### src/design/sdhs_pkg.sv
// ----------------------------------------------------------------------------
// sdhs_pkg
// Shared types and constants for the switch debounce / hold start block.
// ----------------------------------------------------------------------------
package sdhs_pkg;

    // Fixed field widths
    localparam int unsigned CFG_W      = 16;
    localparam int unsigned HOLD_W     = 16;
    localparam int unsigned APB_DATA_W = 32;
    localparam int unsigned APB_ADDR_W = 3;

    // Register reset values
    localparam logic [CFG_W-1:0] DEBOUNCE_RESET    = 16'd100;
    localparam logic [CFG_W-1:0] START_DELAY_RESET = 16'd2000;

    // Register indexes (word address bit 2 selects)
    localparam logic REG_DEBOUNCE    = 1'b0;
    localparam logic REG_START_DELAY = 1'b1;

    typedef enum logic [1:0] {
        OP_TICK  = 2'd0,
        OP_FAIL  = 2'd1,
        OP_CLEAR = 2'd2,
        OP_INIT  = 2'd3
    } t_opcode;

    typedef enum logic [1:0] {
        ACT_NONE  = 2'd0,
        ACT_START = 2'd1,
        ACT_STOP  = 2'd2
    } t_action;

    // Configuration seen by the datapath
    typedef struct packed {
        logic [CFG_W-1:0] debounce_ticks;
        logic [CFG_W-1:0] start_delay_ticks;
    } t_cfg;

    // One result item
    typedef struct packed {
        t_action           action;
        logic              debounced_out;
        logic [HOLD_W-1:0] hold_ticks;
        logic              failed_out;
    } t_result;

endpackage

### src/design/sdhs_in_if.sv
// ----------------------------------------------------------------------------
// sdhs_in_if
// Input request channel: a tick or a command with the raw switch level.
// ----------------------------------------------------------------------------
interface sdhs_in_if;
    logic       valid;
    logic       ready;
    logic [1:0] opcode;
    logic       raw_level;

    modport source (output valid, output opcode, output raw_level, input ready);
    modport sink   (input valid, input opcode, input raw_level, output ready);
endinterface

### src/design/sdhs_out_if.sv
// ----------------------------------------------------------------------------
// sdhs_out_if
// Result request channel: action and status after each input request.
// ----------------------------------------------------------------------------
interface sdhs_out_if;
    logic        valid;
    logic        ready;
    logic [1:0]  action;
    logic        debounced_out;
    logic [15:0] hold_ticks;
    logic        failed_out;

    modport source (output valid, output action, output debounced_out,
                    output hold_ticks, output failed_out, input ready);
    modport sink   (input valid, input action, input debounced_out,
                    input hold_ticks, input failed_out, output ready);
endinterface

### src/design/sdhs_cfg_regs.sv
// ----------------------------------------------------------------------------
// sdhs_cfg_regs
// APB configuration registers: debounce threshold and start delay.
// ----------------------------------------------------------------------------
module sdhs_cfg_regs (
    input  logic                               i_clk,
    input  logic                               i_rst_n,
    input  logic                               psel,
    input  logic                               penable,
    input  logic                               pwrite,
    input  logic [sdhs_pkg::APB_ADDR_W-1:0]    paddr,
    input  logic [sdhs_pkg::APB_DATA_W-1:0]    pwdata,
    output logic [sdhs_pkg::APB_DATA_W-1:0]    prdata,
    output logic                               pready,
    output sdhs_pkg::t_cfg                     o_cfg
);

    logic [sdhs_pkg::CFG_W-1:0] r_debounce_ticks;
    logic [sdhs_pkg::CFG_W-1:0] r_start_delay_ticks;
    logic                       wr_en;
    logic                       reg_sel;

    assign pready  = 1'b1;
    assign wr_en   = psel && penable && pwrite;
    assign reg_sel = paddr[2];

    // register writes
    always_ff @(posedge i_clk) begin
        if (!i_rst_n) begin
            r_debounce_ticks    <= sdhs_pkg::DEBOUNCE_RESET;
            r_start_delay_ticks <= sdhs_pkg::START_DELAY_RESET;
        end else if (wr_en) begin
            if (reg_sel == sdhs_pkg::REG_DEBOUNCE) begin
                r_debounce_ticks <= pwdata[sdhs_pkg::CFG_W-1:0];
            end else begin
                r_start_delay_ticks <= pwdata[sdhs_pkg::CFG_W-1:0];
            end
        end
    end

    // read mux
    always_comb begin
        if (reg_sel == sdhs_pkg::REG_DEBOUNCE) begin
            prdata = sdhs_pkg::APB_DATA_W'(r_debounce_ticks);
        end else begin
            prdata = sdhs_pkg::APB_DATA_W'(r_start_delay_ticks);
        end
    end

    assign o_cfg.debounce_ticks    = r_debounce_ticks;
    assign o_cfg.start_delay_ticks = r_start_delay_ticks;

endmodule

### src/design/sdhs_state_update.sv
// ----------------------------------------------------------------------------
// sdhs_state_update
// Debounce and hold state, updated once per request on i_advance.
// ----------------------------------------------------------------------------
module sdhs_state_update #(
    parameter int unsigned COUNT_WIDTH = 16
) (
    input  logic              i_clk,
    input  logic              i_rst_n,
    input  logic              i_advance,
    input  logic [1:0]        i_opcode,
    input  logic              i_raw_level,
    input  sdhs_pkg::t_cfg    i_cfg,
    output sdhs_pkg::t_result o_result
);

    // compare width covers both counters and 16-bit thresholds
    localparam int unsigned CMP_W =
        (COUNT_WIDTH > sdhs_pkg::CFG_W) ? COUNT_WIDTH : sdhs_pkg::CFG_W;
    localparam logic [COUNT_WIDTH-1:0] COUNT_MAX = '1;
    localparam logic [CMP_W-1:0]       HOLD_MAX  = CMP_W'({sdhs_pkg::HOLD_W{1'b1}});

    logic                   r_initialized,   n_initialized;
    logic                   r_debounced,     n_debounced;
    logic                   r_prev_raw,      n_prev_raw;
    logic [COUNT_WIDTH-1:0] r_stable_count,  n_stable_count;
    logic [COUNT_WIDTH-1:0] r_hold_count,    n_hold_count;
    logic                   r_hold_valid,    n_hold_valid;
    logic                   r_attempted,     n_attempted;
    logic                   r_failed,        n_failed;
    sdhs_pkg::t_action      n_action;
    logic [CMP_W-1:0]       hold_ext;

    // next state for one request
    always_comb begin
        n_initialized  = r_initialized;
        n_debounced    = r_debounced;
        n_prev_raw     = r_prev_raw;
        n_stable_count = r_stable_count;
        n_hold_count   = r_hold_count;
        n_hold_valid   = r_hold_valid;
        n_attempted    = r_attempted;
        n_failed       = r_failed;
        n_action       = sdhs_pkg::ACT_NONE;

        unique case (sdhs_pkg::t_opcode'(i_opcode))
            sdhs_pkg::OP_TICK: begin
                if (r_initialized) begin
                    if (r_hold_valid && r_hold_count != COUNT_MAX) begin
                        n_hold_count = r_hold_count + COUNT_WIDTH'(1);
                    end
                    if (i_raw_level != r_prev_raw) begin
                        n_stable_count = '0;
                    end else if (r_stable_count != COUNT_MAX) begin
                        n_stable_count = r_stable_count + COUNT_WIDTH'(1);
                    end
                    // level accepted once stable past the threshold
                    if (CMP_W'(n_stable_count) > CMP_W'(i_cfg.debounce_ticks)) begin
                        if (i_raw_level != r_debounced) begin
                            n_debounced  = i_raw_level;
                            n_hold_valid = i_raw_level;
                            n_hold_count = '0;
                            n_attempted  = 1'b0;
                            n_failed     = 1'b0;
                            if (!i_raw_level) begin
                                n_action = sdhs_pkg::ACT_STOP;
                            end
                        end
                        // one start per high or clear; delay only if hold valid
                        if (i_raw_level && n_debounced && !n_attempted && !n_failed &&
                            (!n_hold_valid ||
                             CMP_W'(n_hold_count) >= CMP_W'(i_cfg.start_delay_ticks))) begin
                            n_attempted = 1'b1;
                            n_action    = sdhs_pkg::ACT_START;
                        end
                    end
                    n_prev_raw = i_raw_level;
                end
            end
            sdhs_pkg::OP_FAIL: begin
                n_failed = 1'b1;
            end
            sdhs_pkg::OP_CLEAR: begin
                n_hold_valid = 1'b0;
                n_hold_count = '0;
                n_attempted  = 1'b0;
                n_failed     = 1'b0;
            end
            sdhs_pkg::OP_INIT: begin
                n_debounced    = i_raw_level;
                n_prev_raw     = i_raw_level;
                n_stable_count = '0;
                n_attempted    = 1'b0;
                n_failed       = 1'b0;
                n_initialized  = 1'b1;
            end
            default: begin
                n_action = sdhs_pkg::ACT_NONE;
            end
        endcase
    end

    // result fields after the step, hold shown saturated to 16 bits
    always_comb begin
        hold_ext               = n_hold_valid ? CMP_W'(n_hold_count) : '0;
        o_result.action        = n_action;
        o_result.debounced_out = n_debounced;
        o_result.failed_out    = n_failed;
        if (hold_ext > HOLD_MAX) begin
            o_result.hold_ticks = '1;
        end else begin
            o_result.hold_ticks = hold_ext[sdhs_pkg::HOLD_W-1:0];
        end
    end

    // state registers
    always_ff @(posedge i_clk) begin
        if (!i_rst_n) begin
            r_initialized  <= 1'b0;
            r_debounced    <= 1'b1;
            r_prev_raw     <= 1'b1;
            r_stable_count <= '0;
            r_hold_count   <= '0;
            r_hold_valid   <= 1'b0;
            r_attempted    <= 1'b0;
            r_failed       <= 1'b0;
        end else if (i_advance) begin
            r_initialized  <= n_initialized;
            r_debounced    <= n_debounced;
            r_prev_raw     <= n_prev_raw;
            r_stable_count <= n_stable_count;
            r_hold_count   <= n_hold_count;
            r_hold_valid   <= n_hold_valid;
            r_attempted    <= n_attempted;
            r_failed       <= n_failed;
        end
    end

endmodule

### src/design/switch_debounce_hold_start_core.sv
// ----------------------------------------------------------------------------
// switch_debounce_hold_start_core
// Debounced switch with a delayed start request and a stop on release.
// ----------------------------------------------------------------------------
// Usage:
//   i_in carries one request per millisecond tick or command (opcode,
//   raw_level). o_out returns exactly one result per request: action,
//   debounced level, hold ticks and the failed flag after that request.
//   The APB port holds debounce_ticks (0x0) and start_delay_ticks (0x4);
//   write them only while the block is idle.
// Pipeline: a request accepted on i_in passes the input register and then
//   the result register before its result shows on o_out (two register stages).
// Throughput: one request per cycle while o_out is not held; the state update
//   is a single pass of compares and counter increments between the two registers.
// Reset (synchronous, active low): channels empty, registers at 100 and
//   2000, switch uninitialized, ticks give no action until opcode 3.
// Stall: while o_out is held, the input register still takes one request;
//   i_in.ready drops only when both stages are full.
// ----------------------------------------------------------------------------
module switch_debounce_hold_start_core #(
    parameter int unsigned COUNT_WIDTH = 16
) (
    input  logic                               i_clk,
    input  logic                               i_rst_n,
    sdhs_in_if.sink                            i_in,
    sdhs_out_if.source                         o_out,
    input  logic                               psel,
    input  logic                               penable,
    input  logic                               pwrite,
    input  logic [sdhs_pkg::APB_ADDR_W-1:0]    paddr,
    input  logic [sdhs_pkg::APB_DATA_W-1:0]    pwdata,
    output logic [sdhs_pkg::APB_DATA_W-1:0]    prdata,
    output logic                               pready
);

    sdhs_pkg::t_cfg    cfg;
    sdhs_pkg::t_result n_result;
    sdhs_pkg::t_result r_result;
    logic              r_in_valid;
    logic [1:0]        r_in_opcode;
    logic              r_in_raw;
    logic              r_out_valid;
    logic              advance;

    // configuration registers
    sdhs_cfg_regs u_cfg (
        .i_clk   (i_clk),
        .i_rst_n (i_rst_n),
        .psel    (psel),
        .penable (penable),
        .pwrite  (pwrite),
        .paddr   (paddr),
        .pwdata  (pwdata),
        .prdata  (prdata),
        .pready  (pready),
        .o_cfg   (cfg)
    );

    // input stage moves to the result stage when that one is free
    assign advance    = r_in_valid && (!r_out_valid || o_out.ready);
    assign i_in.ready = !r_in_valid || advance;

    always_ff @(posedge i_clk) begin
        if (!i_rst_n) begin
            r_in_valid <= 1'b0;
        end else if (i_in.ready) begin
            r_in_valid <= i_in.valid;
        end
    end

    always_ff @(posedge i_clk) begin
        if (i_in.valid && i_in.ready) begin
            r_in_opcode <= i_in.opcode;
            r_in_raw    <= i_in.raw_level;
        end
    end

    // state update
    sdhs_state_update #(
        .COUNT_WIDTH (COUNT_WIDTH)
    ) u_state (
        .i_clk       (i_clk),
        .i_rst_n     (i_rst_n),
        .i_advance   (advance),
        .i_opcode    (r_in_opcode),
        .i_raw_level (r_in_raw),
        .i_cfg       (cfg),
        .o_result    (n_result)
    );

    // result register
    always_ff @(posedge i_clk) begin
        if (!i_rst_n) begin
            r_out_valid <= 1'b0;
        end else if (advance) begin
            r_out_valid <= 1'b1;
        end else if (o_out.ready) begin
            r_out_valid <= 1'b0;
        end
    end

    always_ff @(posedge i_clk) begin
        if (advance) begin
            r_result <= n_result;
        end
    end

    assign o_out.valid         = r_out_valid;
    assign o_out.action        = r_result.action;
    assign o_out.debounced_out = r_result.debounced_out;
    assign o_out.hold_ticks    = r_result.hold_ticks;
    assign o_out.failed_out    = r_result.failed_out;

`ifndef SYNTHESIS
    // a start needs a high position with no failed attempt
    a_start_ok: assert property (@(posedge i_clk) disable iff (!i_rst_n)
        o_out.valid && o_out.action == sdhs_pkg::ACT_START
            |-> o_out.debounced_out && !o_out.failed_out)
        else $error("start request without high, unfailed position");

    // a stop leaves the switch low with the hold state cleared
    a_stop_ok: assert property (@(posedge i_clk) disable iff (!i_rst_n)
        o_out.valid && o_out.action == sdhs_pkg::ACT_STOP
            |-> !o_out.debounced_out && o_out.hold_ticks == '0 && !o_out.failed_out)
        else $error("stop request with stale hold state");

    // input side stalls only when both stages are full and output is held
    a_ready_ok: assert property (@(posedge i_clk) disable iff (!i_rst_n)
        !i_in.ready |-> r_in_valid && r_out_valid && !o_out.ready)
        else $error("input stalled while a stage is free");

    // a request in the input stage leaves it the cycle the result is taken
    a_drain_ok: assert property (@(posedge i_clk) disable iff (!i_rst_n)
        r_in_valid && o_out.valid && o_out.ready |-> advance)
        else $error("input stage did not advance on a freed result");
`endif

endmodule
### src/flat_wrapper.sv
// flat-port wrapper written by rule: the top's interface ports become plain ports
module switch_debounce_hold_start_core_flat 
#(
    parameter int unsigned COUNT_WIDTH = 16
)
  (i_clk, i_rst_n, psel, penable, pwrite, paddr, pwdata, prdata, pready, i_in_valid, i_in_opcode, i_in_raw_level, i_in_ready, o_out_valid, o_out_action, o_out_debounced_out, o_out_hold_ticks, o_out_failed_out, o_out_ready);
  sdhs_in_if i_in_i ();
  sdhs_out_if o_out_i ();
  input  logic i_clk;
  input  logic i_rst_n;
  input  logic psel;
  input  logic penable;
  input  logic pwrite;
  input  logic [sdhs_pkg::APB_ADDR_W-1:0] paddr;
  input  logic [sdhs_pkg::APB_DATA_W-1:0] pwdata;
  output logic [sdhs_pkg::APB_DATA_W-1:0] prdata;
  output logic pready;
  input wire logic [$bits(i_in_i.valid)-1:0] i_in_valid;
  input wire logic [$bits(i_in_i.opcode)-1:0] i_in_opcode;
  input wire logic [$bits(i_in_i.raw_level)-1:0] i_in_raw_level;
  output wire logic [$bits(i_in_i.ready)-1:0] i_in_ready;
  output wire logic [$bits(o_out_i.valid)-1:0] o_out_valid;
  output wire logic [$bits(o_out_i.action)-1:0] o_out_action;
  output wire logic [$bits(o_out_i.debounced_out)-1:0] o_out_debounced_out;
  output wire logic [$bits(o_out_i.hold_ticks)-1:0] o_out_hold_ticks;
  output wire logic [$bits(o_out_i.failed_out)-1:0] o_out_failed_out;
  input wire logic [$bits(o_out_i.ready)-1:0] o_out_ready;
  assign i_in_i.valid = i_in_valid;
  assign i_in_i.opcode = i_in_opcode;
  assign i_in_i.raw_level = i_in_raw_level;
  assign i_in_ready = i_in_i.ready;
  assign o_out_valid = o_out_i.valid;
  assign o_out_action = o_out_i.action;
  assign o_out_debounced_out = o_out_i.debounced_out;
  assign o_out_hold_ticks = o_out_i.hold_ticks;
  assign o_out_failed_out = o_out_i.failed_out;
  assign o_out_i.ready = o_out_ready;
  switch_debounce_hold_start_core #(.COUNT_WIDTH(COUNT_WIDTH)) u_core (.i_clk(i_clk), .i_rst_n(i_rst_n), .i_in(i_in_i), .o_out(o_out_i), .psel(psel), .penable(penable), .pwrite(pwrite), .paddr(paddr), .pwdata(pwdata), .prdata(prdata), .pready(pready));
endmodule
### config.mk
export PLATFORM = sky130hd
export DESIGN_NAME = switch_debounce_hold_start_core_flat
export DESIGN_NICKNAME = d
export VERILOG_FILES = /design/src/design/sdhs_pkg.sv /design/src/design/sdhs_in_if.sv /design/src/design/sdhs_out_if.sv /design/src/design/sdhs_cfg_regs.sv /design/src/design/sdhs_state_update.sv /design/src/design/switch_debounce_hold_start_core.sv /design/src/flat_wrapper.sv
export SDC_FILE = /design/constraint.sdc
export NUM_CORES = 1
export LEC_CHECK = 0
export BUFFER_PORTS_ARGS = -buffer_cell sky130_fd_sc_hd__buf_2
export CAP_MARGIN = 30
export CORE_UTILIZATION = 35
export CTS_CLUSTER_DIAMETER = 50
export DETAILED_ROUTE_END_ITERATION = 7
export PLACE_DENSITY = 0.65
export REMOVE_ABC_BUFFERS = 1
export SLEW_MARGIN = 15
export SYNTH_ARGS = -nofsm -noshare
export SYNTH_HDL_FRONTEND = slang
export SYNTH_HIERARCHICAL = 1
export SYNTH_SLANG_ARGS = --single-unit
### constraint.sdc
create_clock -name i_clk -period 4.7 [get_ports i_clk]
set_input_delay 0.235 -clock i_clk [delete_from_list [all_inputs] [get_ports i_clk]]
set_output_delay 0.235 -clock i_clk [all_outputs]
set_load 0.02 [all_outputs]
* After elaboration in Yosys (flattened, before gate mapping)
Cells that the tools add are included.
** Cells by class
- Add/sub/neg operators :: 2
- Order comparisons :: 3
- Equal/unequal tests :: 9
- Muxes and demuxes :: 52
- Bitwise operators :: 5
- Reduce and logical (&&, ||, !) cells :: 29
** Operators with widths (count)
- $mux W16 :: 14
- $pmux W16 S2 :: 2
- $add A16 B1 Y16 const B :: 2
- $ne A16 B16 Y1 const B :: 2
- $mux W1 :: 30
- $ge A16 B16 Y1 :: 1
- $gt A16 B16 Y1 :: 1
- $gt A16 B16 Y1 const B :: 1
- $logic_and A1 B1 Y1 :: 9
- $pmux W1 S2 :: 4
- $reduce_and A2 Y1 :: 3
- $reduce_and A3 Y1 :: 2
- $reduce_bool A2 Y1 :: 3
- $logic_not A1 Y1 :: 5
- $not A1 Y1 :: 5
- $reduce_or A5 Y1 :: 1
- $eq A2 B2 Y1 const B :: 2
- $ne A2 B2 Y1 const B :: 2
- $reduce_and A4 Y1 :: 1
- $logic_or A1 B1 Y1 :: 3
- $pmux W1 S3 :: 1
- $eq A2 B1 Y1 const B :: 1
- $logic_not A2 Y1 :: 1
- $mux W2 :: 1
- other kinds (2) :: 3
** Word-level totals
- Register bits :: 95
- Input port bits :: 45
- Output and inout bits :: 55

* Longest topological paths before layout
Gate-level depths: netlist of the first run.
- Word-level depth :: 17
- Depth in mapped cells :: 17

* By module
Netlist of the first run, hierarchy kept.
** Modules (own cells, without submodules)
- sdhs_state_update :: times used 1, cells an instance 559, area each 3962.6 sq um, seq. area each 760.7 sq um
- sdhs_cfg_regs :: times used 1, cells an instance 168, area each 1624.1 sq um, seq. area each 640.6 sq um
- switch_debounce_hold_start_core :: times used 1, cells an instance 32, area each 794.5 sq um, seq. area each 730.7 sq um

* Worst setup path before layout of the first run
OpenSTA, ideal clock, no wires.
- Path type :: register to register
- From :: register u_core.u_state.r_stable_count[4]
- To :: register u_core.r_result, in the netlist u_core/o_out.hold_ticks[10] (data pin)
- Arrival :: 3.916 ns
- Path slack :: 0.528 ns
- Cell stages (with the launch flop) :: 18
- Path buffers :: 3
- Clock period less this slack :: 4.172 ns
- Path through :: dfxtp_1 -> clkbuf_2 -> nand4_1 -> or3_1 -> or3_1 -> nor2_1 -> nand3_1 -> nor3b_1 -> ha_1 -> nand4_2 -> or3_1 -> a21o_1 -> a2111oi_4 -> nor2b_1 -> buf_2 -> a21oi_4 -> buf_6 -> nor2_1
** On the way
- Longest elaborated chain between the ends :: 11
- Elaborated cells between the ends (all ways) :: 15
- Those cells by class :: add/sub (1); order compare (2); eq/ne (1); mux (11)
** RTL lines
- start, declared :: line sdhs_state_update.sv:26 : logic [COUNT_WIDTH-1:0] r_stable_count, n_stable_count;
- start signal, assigned :: line sdhs_state_update.sv:131 : r_stable_count <= n_stable_count;
- $add A16 B1 Y16 or $ne A16 B16 Y1 (tied branches) :: line sdhs_state_update.sv:55, sdhs_state_update.sv:54
- $mux W16 (*) :: line sdhs_state_update.sv:54 : end else if (r_stable_count != COUNT_MAX) begin
- $mux W16 (*) :: line sdhs_state_update.sv:52 : if (i_raw_level != r_prev_raw) begin
- $mux W16 (*) :: line sdhs_state_update.sv:48 : if (r_initialized) begin
- $mux W16 (*) :: line sdhs_state_update.sv:46 : unique case (sdhs_pkg::t_opcode'(i_opcode))
- $gt A16 B16 Y1 (*) :: line sdhs_state_update.sv:58 : if (CMP_W'(n_stable_count) > CMP_W'(i_cfg.debounce_ticks)) begin
- $mux W16 or $mux W1 (tied branches) :: line sdhs_state_update.sv:58
- $mux W16 or $mux W1 (tied branches) :: line sdhs_state_update.sv:48
- $pmux W16 S2 or $pmux W1 S2 (tied branches) :: line sdhs_state_update.sv:46
- $mux W16 (*) :: line sdhs_state_update.sv:105 : hold_ext = n_hold_valid ? CMP_W'(n_hold_count) : '0;
- $gt A16 B16 Y1 :: line sdhs_state_update.sv:109 : if (hold_ext > HOLD_MAX) begin
- end signal, assigned :: line switch_debounce_hold_start_core.sv:104 : r_result <= n_result;
- end, declared :: line switch_debounce_hold_start_core.sv:38 : sdhs_pkg::t_result r_result;
Every way passes the cells marked *; elsewhere a longest branch is shown, timed or not. The select of a mux whose other input is x is not followed.
A chain may end at the register's enable or synchronous reset.

* Worst setup path in the final report of the first run
- From :: register u_core.u_state.r_stable_count[3]
- To :: register u_core.r_result, in the netlist u_core/o_out.hold_ticks[13] (data pin)
The elaborated chain is that of the path after synthesis.

==> results.json, run 1 <==
{
  "status": "completed",
  "synth_area_leaders": "dfxtp_1, edfxtp_1, ha_1",
  "power_per_cell_area_mw_per_mm2": 258,
  "synthArstFlopShare_pct": 0,
  "min_path_cells": 1,
  "synth_top_area_share_pct": 22.6,
  "dpl_cell_area_mm2": 0.00681,
  "relSlewSlack_pct": 39.4,
  "clkSinkCount": 95,
  "grt_pass1_wl_um": 25200,
  "worstPathArrival_ps": 4500,
  "worst_r2r_endpoint": "u_core/o_out.hold_ticks[13]$_DFFE_PP_",
  "yosys_register_bits": 95,
  "max_cap_viol_count": 0,
  "grtUsageTotal_pct": 17.5,
  "cts_made_buffers": 9,
  "viasPerCell": 5.10,
  "gp_congestion": 0.841,
  "crit_start": "u_core/u_state/r_stable_count[3]$_SDFFE_PN0P_",
  "slew_violations": 0,
  "vias": 5290,
  "cp_max_fo": 14,
  "final.min_clock_period_ps": 4320,
  "cts_tree": "yes",
  "yosys_warnings": 6,
  "cellLeakagePower_uw": 0.00273,
  "synth_compound_area_share_pct": 14.3,
  "avgSynthCellArea_um2": 8.41,
  "fp.dieH_um": 137,
  "fin_area_mm2": 0.00715,
  "clk_pin_slew_ps": 60,
  "hpwl_um": 11200,
  "synthCells": 759,
  "cts-htree-levels": 3,
  "r2r-start": "u_core/u_state/r_stable_count[3]$_SDFFE_PN0P_",
  "ant_nets": 0,
  "post_cts_buffers": 0,
  "reg2reg_slack_ps": 380,
  "synth_mux_area_share_pct": 9.16,
  "cp-endpoint": "u_core/o_out.hold_ticks[13]$_DFFE_PP_",
  "start_util_pct": 35.6,
  "gr-total-overflow": 0,
  "row_count": 49,
  "holdBufCountCts": 0,
  "synth_top_family_by_area": "simple AND/OR/NAND/NOR gates",
  "hold_violations": 0,
  "ioPinCount": 100,
  "setup_viol": 0,
  "antenna_found_initial": 0,
  "clk_path_buf_depth": 2,
  "die_w_um": 137,
  "wl_um": 15400,
  "syn_area_mm2": 0.00638,
  "final_util_pct": 39.9,
  "cts_resized": 0,
  "ys_types": 61,
  "synth_simple_gate_area_share_pct": 24.1,
  "yosys.area_share.xor_xnor_pct": 3.16,
  "clock_latency_ps": 360,
  "worst_pin_slew_ps": 883,
  "grt_pass1_vias": 4988,
  "diodes": 0,
  "drt_first_pass_iters": 4,
  "hp-class": "input port to register",
  "finalSetupTns_ps": 0,
  "fmax_mhz": 231,
  "drc": 0,
  "finalPower_uw": 1840,
  "ys.flop_type": "dfxtp_1",
  "fin_skew_ps": 9.24,
  "coreArea_mm2": 0.0179,
  "endpoint_kind": "register",
  "crit_type": "register to register",
  "synth_edf_count": 23,
  "drt_iter0_drc": 415,
  "rr_worst_depth": 15,
  "cts_root_buffer": "clkbuf_16",
  "dieArea_mm2": 0.0188,
  "rsz0062_at_grt": "false",
  "synthAdderAreaFrac_pct": 8.04,
  "synth_seq_area_share_pct": 33.4,
  "cp.required_ps": 4870,
  "vdd_ir_drop_max_mv": 0.198,
  "drive_gt1_share_pct": 14.6,
  "finalCritPeriodShare_pct": 92.0,
  "grt_max_degree": 51,
  "areaGrowthSynthToFinish_pct": 12.0,
  "synth_area_leader_cell": "dfxtp_1",
  "finalNetCount": 889,
  "wl_per_cell_um": 14.9,
  "start_kind": "register",
  "io_buffers": 64
}
## stage by stage
step                      std cells  hold WS [ps]  worst slack, ps
after floorplan                 718           324              441
after global placement         1019           413              483
after detailed placement       1020           414              456
after CTS                      1036          45.6              421
after global routing           1037          49.2             68.7
final                          1037          60.4              378
## synthesized netlist by cell type (all sizes together) (8+ instances only)
master  instances
a21boi         10
a21oi          38
a22oi          11
and2           12
buf            29
clkbuf         27
dfxtp          72
edfxtp         23
ha             41
inv            44
mux2           19
mux2i          37
nand2          92
nand2b          8
nand3          30
nand4          14
nor2           57
nor2b          37
nor3           18
o21ai          38
or3            14
xnor2          10
xor2           13
## metal layers
| layer | GRT usage [%] | vias up | wire (µm) |
|---|---|---|---|
| li1 | - | 2698 | - |
| met1 | 23.2 | 2464 | 7520 |
| met2 | 28.7 | 116 | 7070 |
| met3 | 3.41 | 12 | 669 |
| met4 | 4.64 | 0 | 172 |
| met5 | 0 | - | 0 |
## flip-flops by register name, indices dropped and copies added (netlist names)
name / count
u_core/u_state/r_stable_count: 16
u_core/r_in_opcode: 2
u_core/u_state/r_initialized: 1
u_core/o_out.debounced_out: 1
u_core/u_cfg/r_start_delay_ticks: 16
u_core/r_in_raw: 1
u_core/u_state/r_hold_valid: 1
u_core/u_state/r_debounced: 1
u_core/u_state/r_prev_raw: 1
u_core/u_state/r_hold_count: 16
u_core/u_state/r_failed: 1
u_core/o_out.hold_ticks: 16
u_core/o_out.valid: 1
u_core/o_out.action: 2
u_core/u_cfg/r_debounce_ticks: 16
u_core/r_in_valid: 1
u_core/u_state/r_attempted: 1
u_core/o_out.failed_out: 1
## worst max-delay path, cell delays in order, from the launching register on
cell,delay [ps]
dfxtp_1,450
nand4_1,150
or3_1,410
or3_1,420
nor2_1,200
nand3_1,120
nor3b_1,170
ha_1,300
nand4_2,150
or3_1,400
a21o_1,230
a2111oi_4,420
a32o_1,270
a21oi_4,60
buf_12,170
nor3_1,230
## worst min path at each step
| stage | start | endpoint |
|---|---|---|
| finish | i_in_opcode[1] | u_core/r_in_opcode[1]$_DFFE_PP_ |
| global route | i_in_opcode[1] | u_core/r_in_opcode[1]$_DFFE_PP_ |
| CTS | i_in_opcode[1] | u_core/r_in_opcode[1]$_DFFE_PP_ |
| detailed placement | i_in_opcode[1] | u_core/r_in_opcode[1]$_DFFE_PP_ |
| global placement | i_in_opcode[1] | u_core/r_in_opcode[1]$_DFFE_PP_ |
| floorplan | i_rst_n | u_core/u_state/r_prev_raw$_SDFFE_PN1P_ |
## report_power, final
part	internal, µW	switching [µW]	total (µW)	leakage [µW]
clock	465	322	787	0.000152
sequential	854	12.2	867	0.000792
combinational	62.8	126	188	0.00179
## cell type report
type	count	area (µm²)
Inverter	44	165
Timing Repair Buffer	74	435
Clock inverter	6	85.1
Fill cell	1839	10800
Clock buffer	10	229
Sequential cell	95	2130
Tap cell	229	287
Multi-Input combinational cell	579	3810
## logic make-up (layout without fill, tap and decap cells)
logic type      Yosys count  in the layout
simple gates            304            304
compound gates          138            138
buf+inv                 100            134
flops                    95             95
mux                      56             56
fa+ha+maj                41             41
xor+xnor                 23             23
other cells               2             17
## layout by cell type, fill, tap and decap left out, types with 3 or more instances in the layout
cell type	netlist	routed
nand4_1	13	13
a32o_1	5	5
nor2b_1	36	35
ha_1	41	41
nor3_1	18	18
nor3b_1	5	5
a21oi_1	37	37
inv_1	44	44
o211ai_1	4	4
conb_1	2	17
a21o_1	3	3
buf_2	5	64
o21a_1	3	3
nand2b_1	8	8
or3_1	14	14
o21ai_0	36	36
xor2_1	13	13
mux2i_1	37	37
nor2_1	57	57
a31oi_1	6	6
dfxtp_1	72	72
nand2_1	92	92
a22oi_1	11	11
and3_1	5	5
nand3_1	30	30
xnor2_1	10	10
clkbuf_16	0	9
mux2_2	19	19
edfxtp_1	23	23
buf_4	20	7
nor4_1	3	3
a21boi_0	8	8
and2_1	12	12
a211oi_1	6	6
Power figures use the tool's default switching activity.
==> run 2: changes to the inputs <==
--- a/config.mk
+++ b/config.mk
@@ -11,6 +11,7 @@
 export CTS_CLUSTER_DIAMETER = 50
 export DETAILED_ROUTE_END_ITERATION = 7
 export PLACE_DENSITY = 0.65
+export RECOVER_POWER = 25
 export REMOVE_ABC_BUFFERS = 1
 export SLEW_MARGIN = 15
 export SYNTH_ARGS = -nofsm -noshare
==> results.json, run 2 (synthesis gave the netlist of run 1 again) <==
{
  "pwr-share-seq_pct": 47.2,
  "clock_latency_ps": 360,
  "fmax_mhz": 232,
  "vdd_ir_drop_max_mv": 0.198,
  "clk_pin_slew_ps": 60,
  "finalPower_uw": 1840,
  "power_frac_comb_pct": 10.0,
  "max_cap_viol_count": 1,
  "cts_made_buffers": 9,
  "crit_start": "u_core/u_state/r_stable_count[3]$_SDFFE_PN0P_",
  "slew_violations": 31,
  "diodes": 0,
  "clk_path_buf_depth": 2,
  "cts_tree": "yes",
  "vias": 5282,
  "switching_share_pct": 25.0,
  "cts_root_buffer": "clkbuf_16",
  "io_buffers": 64,
  "hpwl_um": 11200,
  "cellLeakagePower_uw": 0.00266,
  "hold_violations": 0,
  "areaGrowthSynthToFinish_pct": 11.2,
  "ant_nets": 0,
  "cp.required_ps": 4870,
  "drt_iter0_drc": 380,
  "row_count": 49,
  "grt_pass1_vias": 4988,
  "drc": 0,
  "cp_slowest_cell": "dfxtp_1",
  "gp_congestion": 0.841,
  "cts_resized": 0,
  "grt_pass1_wl_um": 25200,
  "worstPathCellList": "nand4_1 -> or3_1 -> or3_1 -> nor2_1 -> nand3_1 -> nor3b_1 -> ha_1 -> nand4_2 -> or3_1 -> a21o_1 -> a2111oi_4 -> a32o_1 -> a21oi_4 -> buf_12 -> nor3_1",
  "die_w_um": 137,
  "intPower_uw": 1380,
  "setup_viol": 0,
  "ioPinCount": 100,
  "clkSinkCount": 95,
  "viasPerCell": 5.09,
  "start_kind": "register",
  "layout_commonest_cell": "nand2_1",
  "power_per_cell_area_mw_per_mm2": 259,
  "cpMostUsedCell": "or3_1",
  "cts-htree-levels": 3,
  "worstPathArrival_ps": 4490,
  "rsz0062_at_grt": "false",
  "start_util_pct": 35.6,
  "drive_gt1_share_pct": 11.4,
  "cp_max_fo": 14,
  "grt_max_degree": 51,
  "finalNetCount": 889,
  "crit_type": "register to register",
  "endpoint_kind": "register",
  "finalSetupTns_ps": 0,
  "relSlewSlack_pct": -7.40,
  "setup_slack_ps": 382,
  "worst_pin_slew_ps": 1610,
  "fp.dieH_um": 137,
  "final_cell_mix": "nand2_1, dfxtp_1, nor2_1, inv_1",
  "coreArea_mm2": 0.0179,
  "gr-total-overflow": 0,
  "grtUsageTotal_pct": 17.5,
  "nFillCells": 1848,
  "drt_first_pass_iters": 5,
  "holdBufCountCts": 0,
  "finalCritPeriodShare_pct": 91.9,
  "slowest_delay_ps": 440,
  "antenna_found_initial": 0,
  "post_cts_buffers": 0,
  "place_ws_ps": 456,
  "hp-class": "input port to register",
  "switching_power_uw": 458,
  "violations": "capacitance limit, slew limit",
  "status": "finished with violations",
  "wl_um": 15400,
  "hold_start": "i_in_opcode[1]",
  "fin_skew_ps": 9.25,
  "dieArea_mm2": 0.0188,
  "r2r-start": "u_core/u_state/r_stable_count[3]$_SDFFE_PN0P_",
  "final.min_clock_period_ps": 4320,
  "clkPwrFrac_pct": 42.8,
  "wl_per_cell_um": 14.9
}
==> run 2: through the flow <==
step                hold WS (ps)  area, µm²  instances  utilization, %
detailed placement           414       6810       1020            38.0
floorplan                    324       6110        718               -
global route                49.2       7100       1037            39.6
finish                      60.6       7100       1037            39.6
CTS                         45.6       7120       1036            39.8
global placement             413       6790       1019            37.9
==> run 2: area by class of cell <==
| class | count | area, µm² | share of cell area (%) |
|---|---|---|---|
| multi-input combinational | 579 | 3810 | 53.6 |
| sequential | 95 | 2130 | 30.0 |
| timing repair buffer | 74 | 392 | 5.52 |
| tap | 229 | 287 | 4.04 |
| clock buffer | 10 | 229 | 3.23 |
| inverter | 44 | 165 | 2.33 |
| clock inverter | 6 | 85.1 | 1.20 |
==> run 2: critical path: cells and delay by family, from the launching register on <==
| kind | cells | cell delay [ps] |
|---|---|---|
| adders and majority gates | 1 | 300 |
| buffers and inverters | 1 | 170 |
| AOI/OAI and AO/OA | 4 | 980 |
| DFF | 1 | 440 |
| and+or+nand+nor | 9 | 2240 |
==> run 2: final timing paths <==
path / cells after the start / slack, ps / to
worst min-delay path: 1 / 60 / u_core/r_in_opcode[1]$_DFFE_PP_
worst min register to register: 2 / 470 / u_core/u_cfg/r_start_delay_ticks[13]$_SDFFE_PN0P_
worst max-delay path: 15 / 380 / u_core/o_out.hold_ticks[13]$_DFFE_PP_
worst max register to register: 15 / 380 / u_core/o_out.hold_ticks[13]$_DFFE_PP_
==> run 2: power by group through the flow <==
stage | Sequential [µW] | Clock [µW] | Combinational (µW)
after CTS | 867 | 802 | 187
final | 867 | 786 | 184
after global placement | 885 | 0 | 184
after global routing | 869 | 831 | 204
after floorplan | 894 | 0 | 103
after detailed placement | 885 | 0 | 186
==> run 2: layer usage <==
| layer | global-route usage, % | wire length (µm) |
|---|---|---|
| met1 | 23.2 | 7500 |
| met2 | 28.7 | 7050 |
| met3 | 3.41 | 678 |
| met4 | 4.64 | 172 |
| met5 | 0 | 0 |
